<file path="src/jddm_pkg.sv">
// Shared types, constants and helper functions for the joystick drive mixer.
package jddm_pkg;

    localparam int ADC_W   = 12;
    localparam int FRAC_W  = 8;
    localparam int FILT_W  = ADC_W + FRAC_W;
    localparam int PULSE_W = 11;
    localparam int MODE_W  = 4;
    localparam int PCT_W   = 7;
    localparam int SUM_W   = FILT_W + 8;
    localparam int PCTX_W  = ADC_W + 7;

    localparam int IN_DATA_W  = 40;
    localparam int OUT_DATA_W = 40;
    localparam int ADDR_W     = 5;

    typedef logic [ADC_W-1:0]   t_adc;
    typedef logic [FILT_W-1:0]  t_filt;
    typedef logic [PULSE_W-1:0] t_pulse;
    typedef logic [PCT_W-1:0]   t_pct;

    localparam t_adc   ADC_MAX   = t_adc'((1 << ADC_W) - 1);
    localparam t_adc   ADC_HALF  = t_adc'(1 << (ADC_W - 1));
    localparam t_filt  FILT_INIT = t_filt'(ADC_HALF) << FRAC_W;

    localparam logic [7:0] ALPHA_NUM  = 8'd77;
    localparam logic [7:0] ALPHA_REST = 8'd179;

    localparam t_pulse NEUTRAL_US   = 11'd1500;
    localparam t_pulse SPIN_SLOW_US = 11'd1250;
    localparam t_pulse SPIN_FAST_US = 11'd1750;

    // floor(v / 5) for v below 2^13, as a multiply by 3277 / 2^14
    localparam logic [11:0] RECIP5 = 12'd3277;

    typedef enum logic [2:0] {
        REG_X_MIN    = 3'd0,
        REG_X_MAX    = 3'd1,
        REG_X_CENTER = 3'd2,
        REG_Y_MIN    = 3'd3,
        REG_Y_MAX    = 3'd4,
        REG_Y_CENTER = 3'd5
    } t_reg_idx;

    typedef enum logic [MODE_W-1:0] {
        MODE_NEUTRAL    = 4'd0,
        MODE_FWD        = 4'd1,
        MODE_FWD_LEFT   = 4'd2,
        MODE_FWD_RIGHT  = 4'd3,
        MODE_BACK       = 4'd4,
        MODE_BACK_LEFT  = 4'd5,
        MODE_BACK_RIGHT = 4'd6,
        MODE_SPIN_LEFT  = 4'd7,
        MODE_SPIN_RIGHT = 4'd8
    } t_mode;

    function automatic t_adc div5(input logic [ADC_W:0] v);
        logic [ADC_W+12:0] prod;
        prod = (ADC_W+13)'(v) * (ADC_W+13)'(RECIP5);
        return t_adc'(prod >> 14);
    endfunction

    // center - ceil(span / 5), span taken as zero when min lies above center
    function automatic t_adc thr_low(input t_adc center, input t_adc lo);
        logic [ADC_W:0] d;
        d = (lo > center) ? '0 : {1'b0, center - lo};
        return center - div5(d + (ADC_W+1)'(4));
    endfunction

    // center + floor(span / 5), span taken as zero when max lies below center
    function automatic t_adc thr_high(input t_adc center, input t_adc hi);
        logic [ADC_W:0] d;
        d = (hi < center) ? '0 : {1'b0, hi - center};
        return center + div5(d);
    endfunction

endpackage

</file>
<file path="src/jddm_lowpass.sv">
// First-order low-pass update, alpha 77/256, on one fixed-point channel.
module jddm_lowpass (
    input  jddm_pkg::t_filt i_filt,
    input  jddm_pkg::t_adc  i_sample,
    output jddm_pkg::t_filt o_filt
);
    import jddm_pkg::*;

    logic [SUM_W-1:0] w_new_part;
    logic [SUM_W-1:0] w_old_part;
    logic [SUM_W-1:0] w_sum;

    assign w_new_part = SUM_W'({i_sample, {FRAC_W{1'b0}}}) * SUM_W'(ALPHA_NUM);
    assign w_old_part = SUM_W'(i_filt) * SUM_W'(ALPHA_REST);
    assign w_sum      = w_new_part + w_old_part;

    // drop the 1/256 of the weights, truncating
    assign o_filt = w_sum[SUM_W-1:8];

endmodule

</file>
<file path="src/joystick_differential_drive_mixer.sv">
// Top level of the joystick differential drive mixer: config, filter stage, decision stage.
//
// Takes one transaction of raw X, Y and speed-pot samples per clock and returns one
// result transaction with both servo pulses, the motion mode and the speed percent.
// A sample is accepted in every cycle while the output side keeps up. The filter and
// threshold registers take the sample at acceptance, the result register takes the
// decision when the filter stage advances. Throughput is one transaction per cycle
// while the output keeps up. Input ready follows output ready combinationally once both
// stages are full, so a stalled output holds at most one further sample in the filter
// stage before the input side stalls. Calibration registers are to be written through
// the APB port only while no transaction is in flight; the block does not enforce it.
// A new center does not reload the filters, which start at mid-scale after reset.
module joystick_differential_drive_mixer (
    input  logic                               i_clk,
    input  logic                               i_rst_n,
    // slave stream
    input  logic                               i_s_axis_tvalid,
    output logic                               o_s_axis_tready,
    // [11:0] stick_x_sample, [23:12] stick_y_sample, [35:24] speed_pot_sample
    input  logic [jddm_pkg::IN_DATA_W-1:0]     i_s_axis_tdata,
    // master stream
    output logic                               o_m_axis_tvalid,
    input  logic                               i_m_axis_tready,
    // [10:0] left_pulse_us, [21:11] right_pulse_us, [25:22] motion_mode,
    // [32:26] throttle_pct
    output logic [jddm_pkg::OUT_DATA_W-1:0]    o_m_axis_tdata,
    // APB configuration port
    input  logic                               psel,
    input  logic                               penable,
    input  logic                               pwrite,
    input  logic [jddm_pkg::ADDR_W-1:0]        paddr,
    input  logic [31:0]                        pwdata,
    output logic [31:0]                        prdata,
    output logic                               pready
);
    import jddm_pkg::*;

    // calibration registers
    t_adc r_x_min, r_x_max, r_x_center;
    t_adc r_y_min, r_y_max, r_y_center;

    // filter stage
    logic  r_s1_valid;
    t_filt r_filt_x, r_filt_y, r_filt_spd;
    t_adc  r_lx, r_hx, r_ly, r_hy;

    // result stage
    logic                  r_out_valid;
    logic [OUT_DATA_W-1:0] r_out_data;

    logic     w_cfg_wr;
    t_reg_idx w_idx;
    t_adc     w_wval;
    logic     w_accept;
    logic     w_advance;
    t_adc     w_in_x, w_in_y, w_in_spd;
    t_filt    n_filt_x, n_filt_y, n_filt_spd;

    logic [PCTX_W-1:0] w_pct_x;
    logic [PCT_W-1:0]  w_pct_q0;
    logic [ADC_W:0]    w_pct_rem;
    t_pct              w_pct;
    logic [8:0]        w_full;
    logic [7:0]        w_part;
    logic              w_xl, w_xh, w_yl, w_yh;
    t_mode             w_mode;
    t_pulse            w_left, w_right;

    // ---------------- configuration ----------------
    assign pready   = 1'b1;
    assign w_cfg_wr = psel && penable && pwrite && pready;
    assign w_idx    = t_reg_idx'(paddr[ADDR_W-1:2]);
    assign w_wval   = pwdata[ADC_W-1:0];

    always_ff @(posedge i_clk) begin
        if (!i_rst_n) begin
            r_x_min    <= '0;
            r_x_max    <= ADC_MAX;
            r_x_center <= ADC_HALF;
            r_y_min    <= '0;
            r_y_max    <= ADC_MAX;
            r_y_center <= ADC_HALF;
        end else if (w_cfg_wr) begin
            case (w_idx)
                REG_X_MIN:    r_x_min    <= w_wval;
                REG_X_MAX:    r_x_max    <= w_wval;
                REG_X_CENTER: r_x_center <= w_wval;
                REG_Y_MIN:    r_y_min    <= w_wval;
                REG_Y_MAX:    r_y_max    <= w_wval;
                REG_Y_CENTER: r_y_center <= w_wval;
                default:      ; // drop writes beyond the register list
            endcase
        end
    end

    always_comb begin
        case (w_idx)
            REG_X_MIN:    prdata = 32'(r_x_min);
            REG_X_MAX:    prdata = 32'(r_x_max);
            REG_X_CENTER: prdata = 32'(r_x_center);
            REG_Y_MIN:    prdata = 32'(r_y_min);
            REG_Y_MAX:    prdata = 32'(r_y_max);
            REG_Y_CENTER: prdata = 32'(r_y_center);
            default:      prdata = '0;
        endcase
    end

    // ---------------- handshake ----------------
    // advance the filter stage into the result register when that is free or draining
    assign w_advance       = r_s1_valid && (!r_out_valid || i_m_axis_tready);
    assign o_s_axis_tready = !r_s1_valid || w_advance;
    assign w_accept        = i_s_axis_tvalid && o_s_axis_tready;

    // ---------------- filter stage ----------------
    assign w_in_x   = i_s_axis_tdata[ADC_W-1:0];
    assign w_in_y   = i_s_axis_tdata[2*ADC_W-1:ADC_W];
    assign w_in_spd = i_s_axis_tdata[3*ADC_W-1:2*ADC_W];

    jddm_lowpass u_lp_x (.i_filt(r_filt_x),   .i_sample(w_in_x),   .o_filt(n_filt_x));
    jddm_lowpass u_lp_y (.i_filt(r_filt_y),   .i_sample(w_in_y),   .o_filt(n_filt_y));
    jddm_lowpass u_lp_s (.i_filt(r_filt_spd), .i_sample(w_in_spd), .o_filt(n_filt_spd));

    always_ff @(posedge i_clk) begin
        if (!i_rst_n) begin
            r_s1_valid <= 1'b0;
            r_filt_x   <= FILT_INIT;
            r_filt_y   <= FILT_INIT;
            r_filt_spd <= FILT_INIT;
        end else begin
            if (w_accept) begin
                r_s1_valid <= 1'b1;
                r_filt_x   <= n_filt_x;
                r_filt_y   <= n_filt_y;
                r_filt_spd <= n_filt_spd;
            end else if (w_advance) begin
                r_s1_valid <= 1'b0;
            end
        end
    end

    // deadband thresholds travel with the sample, taken from calibration at acceptance
    always_ff @(posedge i_clk) begin
        if (w_accept) begin
            r_lx <= thr_low(r_x_center, r_x_min);
            r_hx <= thr_high(r_x_center, r_x_max);
            r_ly <= thr_low(r_y_center, r_y_min);
            r_hy <= thr_high(r_y_center, r_y_max);
        end
    end

    // ---------------- decision stage ----------------
    // pct = floor(u * 100 / 4095): divide by 4096, then fold the quotient back into
    // the remainder since 4095 = 4096 - 1; one correction step suffices
    always_comb begin
        w_pct_x   = PCTX_W'({r_filt_spd[FILT_W-1:FRAC_W], 6'b0})
                  + PCTX_W'({r_filt_spd[FILT_W-1:FRAC_W], 5'b0})
                  + PCTX_W'({r_filt_spd[FILT_W-1:FRAC_W], 2'b0});
        w_pct_q0  = w_pct_x[PCTX_W-1:ADC_W];
        w_pct_rem = (ADC_W+1)'(w_pct_x[ADC_W-1:0]) + (ADC_W+1)'(w_pct_q0);
        w_pct     = (w_pct_rem >= (ADC_W+1)'(ADC_MAX)) ? w_pct_q0 + 7'd1 : w_pct_q0;
        w_full    = 9'({w_pct, 2'b0}) + 9'(w_pct);
        w_part    = {w_pct, 1'b0};
    end

    assign w_xl = r_filt_x < {r_lx, {FRAC_W{1'b0}}};
    assign w_xh = r_filt_x > {r_hx, {FRAC_W{1'b0}}};
    assign w_yl = r_filt_y < {r_ly, {FRAC_W{1'b0}}};
    assign w_yh = r_filt_y > {r_hy, {FRAC_W{1'b0}}};

    always_comb begin
        w_mode  = MODE_NEUTRAL;
        w_left  = NEUTRAL_US;
        w_right = NEUTRAL_US;
        if (w_yl) begin
            if (w_xl) begin
                w_mode  = MODE_FWD_LEFT;
                w_left  = NEUTRAL_US + PULSE_W'(w_part);
                w_right = NEUTRAL_US + PULSE_W'(w_full);
            end else if (w_xh) begin
                w_mode  = MODE_FWD_RIGHT;
                w_left  = NEUTRAL_US + PULSE_W'(w_full);
                w_right = NEUTRAL_US + PULSE_W'(w_part);
            end else begin
                w_mode  = MODE_FWD;
                w_left  = NEUTRAL_US + PULSE_W'(w_full);
                w_right = NEUTRAL_US + PULSE_W'(w_full);
            end
        end else if (w_yh) begin
            if (w_xl) begin
                w_mode  = MODE_BACK_LEFT;
                w_left  = NEUTRAL_US - PULSE_W'(w_part);
                w_right = NEUTRAL_US - PULSE_W'(w_full);
            end else if (w_xh) begin
                w_mode  = MODE_BACK_RIGHT;
                w_left  = NEUTRAL_US - PULSE_W'(w_full);
                w_right = NEUTRAL_US - PULSE_W'(w_part);
            end else begin
                w_mode  = MODE_BACK;
                w_left  = NEUTRAL_US - PULSE_W'(w_full);
                w_right = NEUTRAL_US - PULSE_W'(w_full);
            end
        end else if (w_xl) begin
            w_mode  = MODE_SPIN_LEFT;
            w_left  = SPIN_SLOW_US;
            w_right = SPIN_FAST_US;
        end else if (w_xh) begin
            w_mode  = MODE_SPIN_RIGHT;
            w_left  = SPIN_FAST_US;
            w_right = SPIN_SLOW_US;
        end
    end

    // ---------------- result register ----------------
    always_ff @(posedge i_clk) begin
        if (!i_rst_n) begin
            r_out_valid <= 1'b0;
        end else if (w_advance) begin
            r_out_valid <= 1'b1;
        end else if (i_m_axis_tready) begin
            r_out_valid <= 1'b0;
        end
    end

    always_ff @(posedge i_clk) begin
        if (w_advance) begin
            r_out_data <= OUT_DATA_W'({w_pct, w_mode, w_right, w_left});
        end
    end

    assign o_m_axis_tvalid = r_out_valid;
    assign o_m_axis_tdata  = r_out_data;

`ifndef SYNTHESIS
    // neutral mode always carries centred pulses
    a_neutral_pulses: assert property (@(posedge i_clk) disable iff (!i_rst_n)
        (r_out_valid && r_out_data[25:22] == MODE_NEUTRAL) |->
        (r_out_data[10:0] == NEUTRAL_US && r_out_data[21:11] == NEUTRAL_US))
        else $error("neutral result with off-centre pulses");

    // speed percent never exceeds full scale
    a_pct_range: assert property (@(posedge i_clk) disable iff (!i_rst_n)
        r_out_valid |-> (r_out_data[32:26] <= 7'd100))
        else $error("speed percent above 100");

    // spin-left mode uses the fixed slow and fast pulses
    a_spin_pulses: assert property (@(posedge i_clk) disable iff (!i_rst_n)
        (r_out_valid && r_out_data[25:22] == MODE_SPIN_LEFT) |->
        (r_out_data[10:0] == SPIN_SLOW_US && r_out_data[21:11] == SPIN_FAST_US))
        else $error("spin-left result with wrong pulses");

    // a sample held behind a stalled result is neither lost nor duplicated
    a_s1_hold: assert property (@(posedge i_clk) disable iff (!i_rst_n)
        (r_s1_valid && r_out_valid && !i_m_axis_tready) |=>
        (r_s1_valid && r_out_valid))
        else $error("filter stage dropped while output stalled");

    // the input side stalls only when the filter stage is occupied
    a_ready_cause: assert property (@(posedge i_clk) disable iff (!i_rst_n)
        !o_s_axis_tready |-> (r_s1_valid && r_out_valid && !i_m_axis_tready))
        else $error("input stalled without cause");
`endif

endmodule

</file>
<file path="config.mk">
export PLATFORM = sky130hd
export DESIGN_NAME = joystick_differential_drive_mixer
export DESIGN_NICKNAME = d
export VERILOG_FILES = /design/src/jddm_pkg.sv /design/src/jddm_lowpass.sv /design/src/joystick_differential_drive_mixer.sv
export SDC_FILE = /design/constraint.sdc
export NUM_CORES = 2
export LEC_CHECK = 0
export BUFFER_PORTS_ARGS = -buffer_cell sky130_fd_sc_hd__buf_4
export CAP_MARGIN = 10
export CORE_MARGIN = 3
export CORE_UTILIZATION = 60
export CTS_BUF_LIST = sky130_fd_sc_hd__clkbuf_4 sky130_fd_sc_hd__clkbuf_8
export CTS_CLUSTER_DIAMETER = 200
export DETAILED_ROUTE_END_ITERATION = 6
export GPL_TIMING_DRIVEN = 0
export HOLD_SLACK_MARGIN = 0.05
export PLACE_DENSITY = 0.81
export RECOVER_POWER = 50
export SLEW_MARGIN = 20
export SYNTH_ARGS = -nofsm -noshare
export SYNTH_HDL_FRONTEND = slang
export SYNTH_SLANG_ARGS = --single-unit
</file>
<file path="constraint.sdc">
create_clock -name i_clk -period 8.89 [get_ports i_clk]
set_input_delay 0 -clock i_clk [delete_from_list [all_inputs] [get_ports i_clk]]
set_output_delay 0 -clock i_clk [all_outputs]
set_load 0.03 [all_outputs]
</file>
==> results <==
- Among all flip-flop cells after synthesis, the most frequent one is sky130_fd_sc_hd__dfxtp_1.
- After clock tree synthesis, the clock-pin slew on the worst setup and hold paths is 60 ps.
- The post-synthesis cell count is 4,435.
- The site row count is 94.
- The finished layout cell area is 45,600 um2.
- For this run, asynchronously set or reset flops after synthesis account for 0.
- Timing would allow up to 104 MHz.
- The final hold violation count is 0.
- The number of fillers in the final layout is 4,788.
- The via-per-instance ratio is 5.51.
- The worst setup path is captured at a flip-flop.
- The sequential cell area fraction in the yosys report is 0.127.
- Once placement finished, the instance area stood at 42,300 um2.
- The critical-path cell with the highest stage delay is sky130_fd_sc_hd__fa_1.
- The summed instance area of the synthesized netlist is 40,100 um2.
- The floorplan die area is 70,000 um2.
- The insertion delay of the later-clocked pin in the worst-skew pair is 640 ps.
- In this run the worst path has a maximum fanout of 4.
- The synthesized design contains 81 enable-type register cells.
- The headroom to the max-slew limit is -0.977.
- The number of antenna violations at the first check in global routing is 1.
- In this run, the number of DRC markers left after iteration 0 of detailed routing was 1,671.
- The critical path is of the reg2reg type.
- Clock skew on the completed layout was measured at 73.7 ps.
- Entering global routing, the biggest net connects 58 pins.
- After global routing the overflow that remains totals 0.
- The arrival time of the worst setup path is 10,010 ps.
- Of the post-synthesis cell area, the dominant cell type holds 0.280.
- The area added between synthesis and finish is 13.7%.
- The average wire per standard cell is 17.1 um.
- The number of pins with negative max-slew slack in the final report is 90.
- The global-route wire length before repair is 157 mm.
- The required time of the critical path is 9240 ps.
- The register-to-register setup slack is -770 ps.
- Yosys printed 0 warnings.
- The H-tree was split into 2 levels.
- Sorting the synthesized cells by area gives the leading types as sky130_fd_sc_hd__ha_1, sky130_fd_sc_hd__fa_1, sky130_fd_sc_hd__inv_1, sky130_fd_sc_hd__dfxtp_1, sky130_fd_sc_hd__edfxtp_1.
- At the end of routability-driven placement, the weighted congestion stood at 0.964.
- The first-pass detailed-route iteration total is 5.
- The number of buffers created by CTS is 39.
- The TritonCTS clock tree is done.
- The detailed router placed 31,386 vias in this run.
- In the final layout, the share of cells above drive strength 1 is 0.121.
- The checks that failed: max-capacitance violations, max-slew violations, negative setup slack.
- The final wirelength is 97.4 mm.
- The number of global-route vias before repair is 32,928.
- The detail route stage leaves a number of antenna-violating nets equal to 0.
- The number of buffers on the longest clock path is 3.
- The share of the clock period used by the worst path after layout is 1.09.
- The number of max-cap violations is 2.
- The distinct cell type count after synthesis is 96.
- The cell chosen for the clock root is sky130_fd_sc_hd__clkbuf_8.
- Synthesis inferred 215 register bits.
- During placement, the flow inserted port buffers numbering 104.
- The effective utilization at floorplan is 0.608.
- The floorplan die width is 265 um.
- The startpoint type of the worst setup path is a flip-flop.
- The core outline area is 66,000 um2.
- After the last flow step, the layout net total stands at 6,217.
- OpenSTA, run right after detailed placement, puts the worst setup slack at -1280 ps.
- For this run, design rule violations remaining after detail routing come to 0.
- Across every metal layer, demand over resource in global routing totals 0.272.
- Counting every sink on the clock net gives 215.
- sky130_fd_sc_hd__ha_1 takes more of the synthesized area than any other cell.
- After legalization and detailed placement, the total HPWL measured 72.9 mm.
- In this design, the critical path's most frequently occurring cell is sky130_fd_sc_hd__a21o_1.
- During I/O placement, the number of pins put on the boundary was 159.
- The worst hold path class is in2reg.
- On the worst path, the slowest cell contributes a delay of 580 ps.
- The final period demand of the worst path is 9660 ps.
- Setup violations remaining at the end of the flow were counted as 13.
- The transition time of the tightest slew-check pin is 2970 ps.
- The mean instance size in the synthesized netlist is 9.05 um2.
- The run finished, with violations left.
- The die height is 265 um.
- Setup slack on the critical path of the routed design comes to -770 ps.
- The post-route setup TNS is -6030 ps.
- Setup repair after global routing could not meet its margin everywhere.
[layout make-up]
type                       count  area (um2)  share of cell area
tap                          864        1080              0.0237
clock buffer                  56         708              0.0155
buffer                        88         468              0.0103
inverter                    1118        4220              0.0925
antenna                        1        2.50           0.0000549
sequential                   215        5140               0.113
multi-input combinational   3038       31600               0.693
clock inverter                16         120             0.00263
timing repair buffer         305        2270              0.0498
[state kept, by name, indices dropped and copies added, names as in the netlist, 20 cells and up]
| signal | count |
|---|---|
| o_m_axis_tdata | 33 |
| r_filt_spd | 20 |
| r_filt_x | 20 |
| r_filt_y | 20 |
[repair_timing]
action,in CTS,in global routing
pin swaps,130,146
setup buffers,119,75
hold endpoints to repair,108,0
cloned,0,0
hold buffers,27,0
gates resized for setup,137,125
endpoints found under the setup margin,27,36
[metal layers]
layer,vias up,global-route usage,share of wire
li1,15012,-,-
met2,985,0.488,0.50
met1,15029,0.327,0.40
met5,-,0,0
met4,0,0.111,0.046
met3,360,0.0423,0.060
[stage by stage]
step	utilization	hold WS, ps	cells
6_report	0.691	244	5701
5_1_grt	0.691	246	5701
4_1_cts	0.680	196	5647
3_5_place_dp	0.640	228	5430
3_3_place_gp	0.640	219	5429
2_1_floorplan	-	117	4461
[worst max-delay path: cells and delay by family (launching register included)]
kind	cells	cell delay (ps)
AOI/OAI and AO/OA	24	4090
adders and majority gates	9	3000
buffers and inverters	8	780
and+or+nand+nor	6	760
xor gates and xnor gates	3	430
DFF	1	350
[cell usage after synthesis (53+ instances only)]
| cell | number |
|---|---|
| sky130_fd_sc_hd__ha_1 | 899 |
| sky130_fd_sc_hd__a21o_1 | 103 |
| sky130_fd_sc_hd__nand2_1 | 210 |
| sky130_fd_sc_hd__a21oi_1 | 223 |
| sky130_fd_sc_hd__fa_1 | 429 |
| sky130_fd_sc_hd__clkbuf_1 | 53 |
| sky130_fd_sc_hd__xor2_1 | 80 |
| sky130_fd_sc_hd__nor2_1 | 214 |
| sky130_fd_sc_hd__nand3_1 | 66 |
| sky130_fd_sc_hd__edfxtp_1 | 81 |
| sky130_fd_sc_hd__mux2i_1 | 76 |
| sky130_fd_sc_hd__dfxtp_1 | 134 |
| sky130_fd_sc_hd__o21ai_0 | 98 |
| sky130_fd_sc_hd__nor3_1 | 53 |
| sky130_fd_sc_hd__inv_1 | 1113 |
| sky130_fd_sc_hd__xnor2_1 | 169 |
[cells in the final DEF, fill, tap and decap left out, types with 37 or more instances in the layout]
cell type                  netlist  routed
sky130_fd_sc_hd__a21oi_2         1      37
sky130_fd_sc_hd__nand3_1        66      59
sky130_fd_sc_hd__o21bai_1       46      45
sky130_fd_sc_hd__xnor2_1       169     160
sky130_fd_sc_hd__fa_1          429     423
sky130_fd_sc_hd__clkbuf_1       53     101
sky130_fd_sc_hd__nor3_1         53      48
sky130_fd_sc_hd__clkbuf_8        0      46
sky130_fd_sc_hd__buf_4          28     233
sky130_fd_sc_hd__mux2i_1        76      76
sky130_fd_sc_hd__a21oi_1       223     185
sky130_fd_sc_hd__nand2_1       210     205
sky130_fd_sc_hd__edfxtp_1       81      81
sky130_fd_sc_hd__dfxtp_1       134     125
sky130_fd_sc_hd__nor2_1        214     191
sky130_fd_sc_hd__a21o_1        103     103
sky130_fd_sc_hd__o21ai_0        98      76
sky130_fd_sc_hd__xor2_1         80      72
sky130_fd_sc_hd__inv_1        1113    1085
sky130_fd_sc_hd__ha_1          899     863
[logic make-up after synthesis]
kind of cell | after synthesis | share of synthesized area
AO/OA/AOI/OAI | 627 | 0.101
XOR/XNOR | 252 | 0.0559
adder cells (fa/ha/maj) | 1328 | 0.494
buffers and inverters | 1208 | 0.116
flip-flops | 215 | 0.127
multiplexers | 82 | 0.0209
other | 2 | 0.000187
AND/OR/NAND/NOR | 721 | 0.0842
[path summary, 6_finish.rpt]
kind,to,from,cells past startpoint
worst max-delay path,r_ly[11],r_y_center[0],50
worst min-delay path,r_y_max[11],pwdata[11],4
worst max register to register,r_ly[11],r_y_center[0],50
worst min register to register,r_y_min[9],r_y_min[9],2
Power is not shown: default switching activity piles up to over one toggle a cycle in this logic, so the estimate is an artifact.
